==> src/design/sdasc_pkg.sv <==
// shared constants and request codes for the scaled decimal add, subtract and compare block
package sdasc_pkg;

    localparam int OPERAND_BITS_DEF = 96;
    localparam int MAG_LOW_W        = 64;
    localparam int MAG_HIGH_W       = 32;
    localparam int SCALE_W          = 5;
    localparam int REQ_W            = 3;
    localparam int WORD_W           = 64;
    localparam int RESULT_W         = 3 * WORD_W;

    // 10^28 needs just under 94 bits, so alignment grows a magnitude by at most this much
    localparam int ALIGN_GROWTH     = 94;

    localparam logic [SCALE_W-1:0] MAX_SCALE = SCALE_W'(28);

    // s_tdata layout
    localparam int IN_DATA_W  = 208;
    // m_tdata layout
    localparam int OUT_DATA_W = 200;

    localparam logic [REQ_W-1:0] REQ_ADD     = 3'd0;
    localparam logic [REQ_W-1:0] REQ_SUB     = 3'd1;
    localparam logic [REQ_W-1:0] REQ_GREATER = 3'd2;
    localparam logic [REQ_W-1:0] REQ_LESS    = 3'd3;
    localparam logic [REQ_W-1:0] REQ_EQUAL   = 3'd4;

    function automatic logic [SCALE_W-1:0] sat_scale(input logic [SCALE_W-1:0] s);
        sat_scale = (s > MAX_SCALE) ? MAX_SCALE : s;
    endfunction

endpackage

==> src/design/scaled_decimal_add_sub_compare.sv <==
// scaled decimal add, subtract and compare with iterative times-ten alignment
//
// Each operand is a sign, a magnitude and a power-of-ten scale (0 to 28, larger scales
// are taken as 28). Add, subtract, greater and less first align the scales by multiplying
// the magnitude with the smaller scale by ten, one step per cycle, on a single shared wide
// adder; the same adder then does the magnitude compare and the sign-magnitude add or
// subtract. Equal compares sign, scale and magnitude exactly with no alignment. The block
// takes one beat at a time: add and subtract pass through align, compare and arith,
// greater and less through align and compare, equal through compare alone and unknown
// request codes straight to done, the align state looping once per times-ten step. A finished
// result sits in the output register while the next beat is accepted. Zero results may
// carry a negative sign. Magnitude bits at or above OPERAND_BITS are ignored.
module scaled_decimal_add_sub_compare #(
    parameter int OPERAND_BITS = sdasc_pkg::OPERAND_BITS_DEF
) (
    input  logic                             clk,
    input  logic                             rst_n,
    input  logic                             s_tvalid,
    output logic                             s_tready,
    // a_mag_low, a_mag_high, a_scale, a_negative, b_mag_low, b_mag_high, b_scale,
    // b_negative, zero pad
    input  logic [sdasc_pkg::IN_DATA_W-1:0]  s_tdata,
    // req_type
    input  logic [sdasc_pkg::REQ_W-1:0]      s_tuser,
    output logic                             m_tvalid,
    input  logic                             m_tready,
    // sum_word0, sum_word1, sum_word2, sum_scale, sum_negative, truth, zero pad
    output logic [sdasc_pkg::OUT_DATA_W-1:0] m_tdata
);
    import sdasc_pkg::*;

    localparam int WORK_W = OPERAND_BITS + ALIGN_GROWTH + 1;

    typedef enum logic [4:0] {
        ST_IDLE  = 5'b00001,
        ST_ALIGN = 5'b00010,
        ST_CMP   = 5'b00100,
        ST_ARITH = 5'b01000,
        ST_DONE  = 5'b10000
    } state_t;

    state_t                  state_reg, state_next;
    logic [WORK_W-1:0]       a_reg, a_next;
    logic [WORK_W-1:0]       b_reg, b_next;
    logic [SCALE_W-1:0]      sa_reg, sa_next;
    logic [SCALE_W-1:0]      sb_reg, sb_next;
    logic                    na_reg, na_next;
    logic                    nb_reg, nb_next;
    logic [REQ_W-1:0]        op_reg, op_next;
    logic                    lt_reg, lt_next;
    logic                    eq_reg, eq_next;
    logic                    sign_reg, sign_next;
    logic                    m_tvalid_reg, m_tvalid_next;
    logic [OUT_DATA_W-1:0]   m_tdata_reg, m_tdata_next;

    // input field slices
    logic [MAG_LOW_W+MAG_HIGH_W-1:0] in_a_mag, in_b_mag;
    logic [SCALE_W-1:0]              in_a_scale, in_b_scale;
    logic                            in_a_neg, in_b_neg;

    assign in_a_mag   = s_tdata[95:0];
    assign in_a_scale = s_tdata[100:96];
    assign in_a_neg   = s_tdata[101];
    assign in_b_mag   = s_tdata[197:102];
    assign in_b_scale = s_tdata[202:198];
    assign in_b_neg   = s_tdata[203];

    // shared wide adder
    logic [WORK_W-1:0] add_x, add_y;
    logic              add_cin;
    logic [WORK_W:0]   add_full;
    logic [WORK_W-1:0] align_src;
    logic              align_a;
    logic              eff_nb;
    logic              gt_flag;
    logic              truth;
    logic              out_free;

    assign align_a = (sa_reg < sb_reg);
    assign align_src = align_a ? a_reg : b_reg;
    assign eff_nb  = nb_reg ^ (op_reg == REQ_SUB);
    assign gt_flag = !lt_reg && !eq_reg;
    assign out_free = !m_tvalid_reg || m_tready;

    always_comb
    begin
        add_x   = '0;
        add_y   = '0;
        add_cin = 1'b0;
        unique case (state_reg)
            ST_ALIGN:
            begin
                // x*10 = x*8 + x*2
                add_x = align_src << 3;
                add_y = align_src << 1;
            end
            ST_CMP:
            begin
                add_x   = a_reg;
                add_y   = ~b_reg;
                add_cin = 1'b1;
            end
            ST_ARITH:
            begin
                if (na_reg == eff_nb)
                begin
                    add_x = a_reg;
                    add_y = b_reg;
                end
                else if (lt_reg)
                begin
                    add_x   = b_reg;
                    add_y   = ~a_reg;
                    add_cin = 1'b1;
                end
                else
                begin
                    add_x   = a_reg;
                    add_y   = ~b_reg;
                    add_cin = 1'b1;
                end
            end
            default:
            begin
                add_x   = '0;
                add_y   = '0;
                add_cin = 1'b0;
            end
        endcase
    end

    assign add_full = {1'b0, add_x} + {1'b0, add_y} + {{WORK_W{1'b0}}, add_cin};

    always_comb
    begin
        case (op_reg)
            REQ_GREATER: truth = (na_reg != nb_reg) ? !na_reg : (na_reg ? lt_reg : gt_flag);
            REQ_LESS:    truth = (na_reg != nb_reg) ? na_reg : (na_reg ? gt_flag : lt_reg);
            REQ_EQUAL:   truth = (na_reg == nb_reg) && (sa_reg == sb_reg) && eq_reg;
            default:     truth = 1'b0;
        endcase
    end

    always_comb
    begin
        state_next    = state_reg;
        a_next        = a_reg;
        b_next        = b_reg;
        sa_next       = sa_reg;
        sb_next       = sb_reg;
        na_next       = na_reg;
        nb_next       = nb_reg;
        op_next       = op_reg;
        lt_next       = lt_reg;
        eq_next       = eq_reg;
        sign_next     = sign_reg;
        m_tvalid_next = m_tvalid_reg && !m_tready;
        m_tdata_next  = m_tdata_reg;

        unique case (state_reg)
            ST_IDLE:
            begin
                if (s_tvalid)
                begin
                    a_next  = WORK_W'(in_a_mag[OPERAND_BITS-1:0]);
                    b_next  = WORK_W'(in_b_mag[OPERAND_BITS-1:0]);
                    sa_next = sat_scale(in_a_scale);
                    sb_next = sat_scale(in_b_scale);
                    na_next = in_a_neg;
                    nb_next = in_b_neg;
                    op_next = s_tuser;
                    if (s_tuser > REQ_EQUAL)
                        state_next = ST_DONE;
                    else if (s_tuser == REQ_EQUAL)
                        state_next = ST_CMP;
                    else
                        state_next = ST_ALIGN;
                end
            end
            ST_ALIGN:
            begin
                if (align_a)
                begin
                    a_next  = add_full[WORK_W-1:0];
                    sa_next = sa_reg + SCALE_W'(1);
                end
                else if (sb_reg < sa_reg)
                begin
                    b_next  = add_full[WORK_W-1:0];
                    sb_next = sb_reg + SCALE_W'(1);
                end
                else
                    state_next = ST_CMP;
            end
            ST_CMP:
            begin
                // carry out low means a borrow, so a < b
                lt_next = !add_full[WORK_W];
                eq_next = (add_full[WORK_W-1:0] == '0);
                if (op_reg == REQ_ADD || op_reg == REQ_SUB)
                    state_next = ST_ARITH;
                else
                    state_next = ST_DONE;
            end
            ST_ARITH:
            begin
                if (na_reg == eff_nb)
                begin
                    a_next    = add_full[WORK_W-1:0];
                    sign_next = na_reg;
                end
                else if (lt_reg)
                begin
                    a_next    = add_full[WORK_W-1:0];
                    sign_next = eff_nb;
                end
                else if (!eq_reg)
                begin
                    a_next    = add_full[WORK_W-1:0];
                    sign_next = na_reg;
                end
                else
                begin
                    // equal magnitudes of differing sign cancel to a signed zero
                    a_next    = '0;
                    sign_next = (op_reg == REQ_SUB) ? 1'b1 : !na_reg;
                end
                state_next = ST_DONE;
            end
            ST_DONE:
            begin
                if (out_free)
                begin
                    m_tvalid_next = 1'b1;
                    m_tdata_next  = '0;
                    if (op_reg == REQ_ADD || op_reg == REQ_SUB)
                    begin
                        m_tdata_next[RESULT_W-1:0]                 = RESULT_W'(a_reg);
                        m_tdata_next[RESULT_W+SCALE_W-1:RESULT_W]  = sa_reg;
                        m_tdata_next[RESULT_W+SCALE_W]             = sign_reg;
                    end
                    m_tdata_next[RESULT_W+SCALE_W+1] = truth;
                    state_next = ST_IDLE;
                end
            end
            default:
                state_next = ST_IDLE;
        endcase
    end

    always_ff @(posedge clk or negedge rst_n)
    begin
        if (!rst_n)
        begin
            state_reg    <= ST_IDLE;
            m_tvalid_reg <= 1'b0;
        end
        else
        begin
            state_reg    <= state_next;
            m_tvalid_reg <= m_tvalid_next;
        end
    end

    always_ff @(posedge clk)
    begin
        a_reg       <= a_next;
        b_reg       <= b_next;
        sa_reg      <= sa_next;
        sb_reg      <= sb_next;
        na_reg      <= na_next;
        nb_reg      <= nb_next;
        op_reg      <= op_next;
        lt_reg      <= lt_next;
        eq_reg      <= eq_next;
        sign_reg    <= sign_next;
        m_tdata_reg <= m_tdata_next;
    end

    assign s_tready = (state_reg == ST_IDLE);
    assign m_tvalid = m_tvalid_reg;
    assign m_tdata  = m_tdata_reg;

    // one beat at a time
    assert property (@(posedge clk) disable iff (!rst_n)
        s_tvalid && s_tready |=> !s_tready)
        else $error("second beat accepted while busy");

    // a true compare never carries a magnitude
    assert property (@(posedge clk) disable iff (!rst_n)
        m_tvalid && m_tdata[RESULT_W+SCALE_W+1] |-> m_tdata[RESULT_W-1:0] == '0)
        else $error("compare result with nonzero magnitude");

    // alignment never runs past the largest scale
    assert property (@(posedge clk) disable iff (!rst_n)
        m_tvalid |-> m_tdata[RESULT_W+SCALE_W-1:RESULT_W] <= MAX_SCALE)
        else $error("result scale out of range");

    // a new result is only loaded once the last one has been taken
    assert property (@(posedge clk) disable iff (!rst_n)
        m_tvalid && !m_tready |=> m_tvalid && $stable(m_tdata))
        else $error("pending result overwritten");

endmodule
==> config.mk <==
export PLATFORM = sky130hd
export DESIGN_NAME = scaled_decimal_add_sub_compare
export DESIGN_NICKNAME = d
export VERILOG_FILES = /design/src/design/sdasc_pkg.sv /design/src/design/scaled_decimal_add_sub_compare.sv
export SDC_FILE = /design/constraint.sdc
export NUM_CORES = 2
export LEC_CHECK = 0
export BUFFER_PORTS_ARGS = -buffer_cell sky130_fd_sc_hd__buf_2
export CAP_MARGIN = 20
export CORE_MARGIN = 8
export CORE_UTILIZATION = 40
export CTS_CLUSTER_SIZE = 8
export DETAILED_ROUTE_END_ITERATION = 8
export PLACE_DENSITY = 0.62
export RECOVER_POWER = 100
export SLEW_MARGIN = 30
export SYNTH_ARGS = -nofsm -noshare
export SYNTH_HDL_FRONTEND = slang
export SYNTH_SLANG_ARGS = --single-unit
==> constraint.sdc <==
create_clock -name clk -period 21 [get_ports clk]
set_input_delay 2.1 -clock clk [delete_from_list [all_inputs] [get_ports clk]]
set_output_delay 2.1 -clock clk [all_outputs]
set_load 0.1 [all_outputs]
==> After elaboration in Yosys (flattened, before gate mapping) <==
Cells that the tools add are included.
{ "totals": {"reg_bits": 605, "ram_bits": 0, "latch_bits": 0, "mem_bits_ro": 0, "word_cells": 115, "n_memories": 0} }
{ "op_classes": {"n_eq_ne": 20, "mux": 47, "n_div": 0, "reduce_logical": 22, "bitwise_logic": 3, "n_mul": 0, "n_lt_le_gt_ge": 5, "n_shift": 0, "n_addsub": 4} }
{ "ops": {"columns": ["cell", "n"], "rows": [
  ["$mux W191", 12],
  ["$pmux W191 S3", 3],
  ["$not A191 Y191", 2],
  ["$pmux W191 S2", 1],
  ["$add A191 B191 Y192", 1],
  ["$add A192 B1 Y192", 1],
  ["$logic_not A191 Y1", 1],
  ["$mux W190", 1],
  ["$mux W5", 13],
  ["$pmux W5 S5", 1],
  ["$pmux W5 S2", 2],
  ["$ne A2 B2 Y1 const B", 6],
  ["$mux W1", 11],
  ["$add A5 B1 Y5 const B", 2],
  ["$gt A5 B5 Y1 const B", 2],
  ["$lt A5 B5 Y1", 2],
  ["$reduce_and A4 Y1", 2],
  ["$eq A3 B2 Y1 const B", 2],
  ["$eq A3 B3 Y1 const B", 2],
  ["$logic_not A1 Y1", 6],
  ["$reduce_and A3 Y1", 2],
  ["$eq A5 B1 Y1 const B", 1],
  ["$eq A5 B2 Y1 const B", 1],
  ["$eq A5 B3 Y1 const B", 1],
  ["other kinds (17)", 23]
]} }

==> Depth between registers and ports, before layout <==
{ "depth": {"ltp_word": 11, "mapped_depth": 30, "ltp_nobuf": 27} }

==> Worst setup path before layout <==
Ideal clock, no wire load.
{ "synth_timing": {"kind": "input-to-reg", "startpoint": "input port s_tvalid", "endpoint": "register a_reg[0], enable pin", "required_ns": 19.957, "slack_ns": 3.964, "setup_ns": 1.043, "path_buffers": 0, "arrival_ns": 15.994, "path_stages": 2, "path_cell_list": "nor2_1 > a221oi_1"} }
{ "synth_between": {"elab_chain_len": 2} }
{ "synth_lines": {"columns": ["element", "line", "text"], "rows": [
  ["start: declaration", "scaled_decimal_add_sub_compare.sv:18", "input logic s_tvalid,"],
  ["$ne A2 B2 Y1 (no source line)", null, null],
  ["$reduce_and A3 Y1 (no source line)", null, null],
  ["end signal: assignment", "scaled_decimal_add_sub_compare.sv:267", "a_reg <= a_next;"],
  ["end: declaration", "scaled_decimal_add_sub_compare.sv:43", "logic [WORK_W-1:0] a_reg, a_next;"]
]} }
No other way between the ends.
A chain may end at the register's enable or synchronous reset.

==> Worst setup path in the final report <==
{ "layout_timing": {"startpoint": "register state_reg[0]", "endpoint": "register eq_reg (data pin)"} }
{ "layout_between": {"elab_chain_len": 5, "elab_cells_between_ends": 9, "cone_classes": "add/sub: 2; eq/ne: 3; mux: 3; reduce/logical: 1"} }
{ "layout_lines": {"columns": ["element", "line", "text"], "rows": [
  ["start: declaration", "scaled_decimal_add_sub_compare.sv:42", "state_t state_reg, state_next;"],
  ["start signal: assignment", "scaled_decimal_add_sub_compare.sv:260", "state_reg <= state_next;"],
  ["$eq A5 B4 Y1 (tied with other cells)", "scaled_decimal_add_sub_compare.sv:90", "unique case (state_reg)"],
  ["$pmux W191 S3", "scaled_decimal_add_sub_compare.sv:90", null],
  ["$add A191 B191 Y192", "scaled_decimal_add_sub_compare.sv:132", "assign add_full = {1'b0, add_x} + {1'b0, add_y} + {{WORK_W{1'b0}}, add_cin};"],
  ["$add A192 B1 Y192 (*)", "scaled_decimal_add_sub_compare.sv:132", null],
  ["$logic_not A191 Y1 (*)", "scaled_decimal_add_sub_compare.sv:199", "eq_next = (add_full[WORK_W-1:0] == '0);"],
  ["end signal: assignment", "scaled_decimal_add_sub_compare.sv:275", "eq_reg <= eq_next;"],
  ["end: declaration", "scaled_decimal_add_sub_compare.sv:51", "logic eq_reg, eq_next;"]
]} }
Mark *: on every way between the ends. The rest lies on a longest branch, timed or not.

==> out/qor.txt <==
Run status - finished, violations left
Violated checks - max-capacitance violations, max-slew violations
Gr usage total - 29.6%
Post-cts hold buffer count - 0
Dpl cells - 7408
Async S/R FF share, synth - 0.993%
Latest clock arrival within the worst-skew pair - 0.68 ns
CORE AREA - 0.118 mm^2
Flop pwr share - 32.1%
Mapped Avg Cell Area - 8.14 um^2
Vias in the first global route - 45200
Clk root buf - clkbuf_16
Routability congestion estimate - 1.02
Cell-internal power - 3.75 mW
DRC - 0
Layout Cells excl Fill - 7534
Final worst path period share - 72.5%
Antenna Violating Nets Remaining - 0
CTS tree - yes
WL final - 202 mm
Final hold viol count - 0
Fillers - 11800
Die area - 0.129 mm^2
Top_reg_cell synth - edfxtp_1
Final Max Tran Viols - 1130
Leak - 20.5 nW
Slowest-stage cell, CP - clkbuf_1
# Post-CTS Setup Buffers - 0
Max Freq - 65.6 MHz
I/O Buffers - 410
Minimum clock period - 15.23 ns
Hold Crit Depth - 1
Reg2Reg Depth - 20
Die height - 360 um
Flops & latches, synth - 604
# IOs - 417
Reg2Reg Setup Slack - 5.77 ns
Setup crit start kind - flop
Area grow syn2layout - 10.8%
Worst Max-Slew Pin Slew - 8.53 ns
First-pass GRT wire length - 299 mm
Min-delay worst type - flop to flop
Max_cap viols - 17
Setup TNS - 0 ns
HPWL Detailed - 155 mm
Crit path from - state_reg[0]$_DFFE_PN1P_
Initial core utilization - 40.1%
Reg clk slew, reported paths - 0.05 ns
Grt ovf - 0
Switching Fraction - 51.0%
RR Startpoint - state_reg[0]$_DFFE_PN1P_
Total CTS buffers - 88
Die width - 360 um
Net Sw Power - 3.91 mW
Mapped Cells - 5796
Logic gate share of total power - 51.0%
Seq/Total Area, Yosys - 38.4%
Pwr dens - 146 mW/mm^2
CP Max Fanout - 159
Finish-stage setup viols - 0
Worst vdd ir - 0.207 mV
Share of cells above drive strength 1 - 5.99%
Via density - 6.39
EDFF count, synth - 598
Synth warnings - 0
H-tree depth - 3
Distinct cells, synth - 96
First-pass DRT Iterations - 8
Worst endpoint data arrival time - 15.62 ns
Cell area after synthesis - 0.0472 mm^2
Critical path type - flop to flop
Routed length per instance - 26.8 um
Sink Count - 604
Max reg flops - 198
Max incr delay on CP - 5.15 ns
Clock Skews - 0.0415 ns
Clock power frac - 16.9%
Endpoint class of the critical path - flop
Critical R2R Capture - eq_reg$_DFFE_PN_
RSZ-0062 raised after global routing - no
Pin count of the biggest net entering global routing - 160
CP most frequent cell - o31ai_1
Row count - 126
Post_cts resized - 0
Slew HR - -469%
CP endpoint - eq_reg$_DFFE_PN_
Longest Clk Path Bufs - 3
Number of nets in the layout - 6378
Crit-path cells - nand3b_1 > clkbuf_1 > buf_4 > a21oi_1 > a221o_1 > ha_1 > nand4_1 > nor3_1 > a221oi_1 > o211ai_1 > o2111ai_1 > a211oi_1 > o31ai_1 > o31ai_1 > a21oi_1 > o31ai_1 > or4_1 > nand4_1 > and4bb_1 > and4_1
Initial antenna violation count - 9
Initial DRC Count - 6577
Via count of the routed design - 48200
Crit path required time - 21.39 ns
==> layer usage <==
metal	vias up	wire, um	global-route usage (%)
met5	-	27	0
met4	4	6560	8.83
met3	301	20000	5.52
met2	2756	82900	42.7
met1	23400	92500	44.7
li1	21700	-	-
==> worst min-delay path by stage <==
stage / endpoint / slack, ns / from
2_1_floorplan: m_tdata[197]$_SDFFCE_PN0P_ / 0.50 / sign_reg$_DFFE_PP_
4_1_cts: m_tdata[197]$_SDFFCE_PN0P_ / 0.51 / sign_reg$_DFFE_PP_
3_3_place_gp: m_tdata[197]$_SDFFCE_PN0P_ / 0.50 / sign_reg$_DFFE_PP_
6_report: m_tdata[197]$_SDFFCE_PN0P_ / 0.52 / sign_reg$_DFFE_PP_
5_1_grt: m_tdata[197]$_SDFFCE_PN0P_ / 0.56 / sign_reg$_DFFE_PP_
3_5_place_dp: m_tdata[197]$_SDFFCE_PN0P_ / 0.50 / sign_reg$_DFFE_PP_
==> placed cells by master, fill, tap and decap left out, drive strengths merged, types with 135 or more instances in the layout <==
master,Yosys,final
a211o,185,185
a21oi,567,567
a221o,186,186
and2,215,215
buf,29,234
clkbuf,359,338
edfxtp,598,598
ha,197,197
nand2,1159,1159
nand4,135,135
nor2,650,650
o21ai,540,540
==> logic make-up after synthesis <==
kind of cell	Yosys count	synth area share, %
AO/OA/AOI/OAI	1902	26.3
XOR/XNOR	186	3.45
adder cells (fa/ha/maj)	199	5.31
buffers and inverters	447	3.57
flip-flops	604	38.4
multiplexers	9	0.196
other	1	0.00794
AND/OR/NAND/NOR	2448	22.8
==> Yosys cell counts, types with 10 or more instances <==
cell | count | area [um^2]
a22oi_1 | 13 | 97.6
nor3_1 | 67 | 335
a41oi_1 | 10 | 87.6
o21ai_0 | 519 | 2600
xnor2_1 | 97 | 850
or3_1 | 14 | 87.6
a221oi_1 | 12 | 105
a21o_1 | 57 | 428
a31oi_1 | 29 | 181
nand2_1 | 1159 | 4350
a21boi_0 | 17 | 128
xor2_1 | 89 | 780
nor2b_1 | 12 | 75.1
a21oi_1 | 565 | 2830
buf_1 | 27 | 101
nand3_1 | 68 | 340
o31ai_1 | 30 | 225
a221o_1 | 186 | 1860
o221ai_1 | 16 | 140
o21bai_1 | 33 | 248
and3_1 | 14 | 87.6
a22o_1 | 52 | 455
a211oi_1 | 31 | 233
o21a_1 | 29 | 218
o211ai_1 | 18 | 135
o21ai_1 | 21 | 105
a211o_1 | 185 | 1620
ha_1 | 197 | 2460
and2_1 | 214 | 1340
edfxtp_1 | 598 | 18000
inv_1 | 58 | 218
nor2_1 | 650 | 2440
clkbuf_1 | 359 | 1350
nand2b_1 | 20 | 125
nand4_1 | 135 | 845
nor4_1 | 33 | 206
==> metrics by stage <==
step                area, um^2  total power [mW]  hold WS (ns)  setup slack (ns)  util, %
floorplan                47200              5.09         0.497              3.96        -
global placement         50300              6.17         0.504             10.79     42.8
detailed placement       50400              6.22         0.503             10.69     42.8
CTS                      52800              7.54         0.515             10.63     44.9
global route             52300              8.02         0.558              5.30     44.5
finish                   52300              7.66         0.520              5.77     44.5
==> power groups by stage <==
stage	sequential (mW)	clock, mW	combinational [mW]
2_1_floorplan	2.89	0	2.20
3_3_place_gp	2.39	0	3.78
3_5_place_dp	2.40	0	3.82
4_1_cts	2.38	1.32	3.84
5_1_grt	2.52	1.36	4.15
6_report	2.46	1.29	3.91
==> critical path: cells and delay by family (launching register included) <==
kind            cells  cell delay, ns
buf+inv             2            6.43
compound gates     10            4.92
simple gates        7            2.41
flops               1            0.58
fa+ha+maj           1            0.43
==> area by class of cell <==
cell class | count | area [um^2] | share of cell area [%]
Multi-Input combinational cell | 4746 | 27500 | 52.5
Inverter | 59 | 223 | 0.426
Clock buffer | 107 | 2290 | 4.39
Sequential cell | 604 | 18100 | 34.6
Tap cell | 1536 | 1920 | 3.67
Clock inverter | 11 | 98.8 | 0.189
Timing Repair Buffer | 465 | 2170 | 4.15
Antenna cell | 6 | 15.0 | 0.0287
Power figures use the tool's default switching activity.
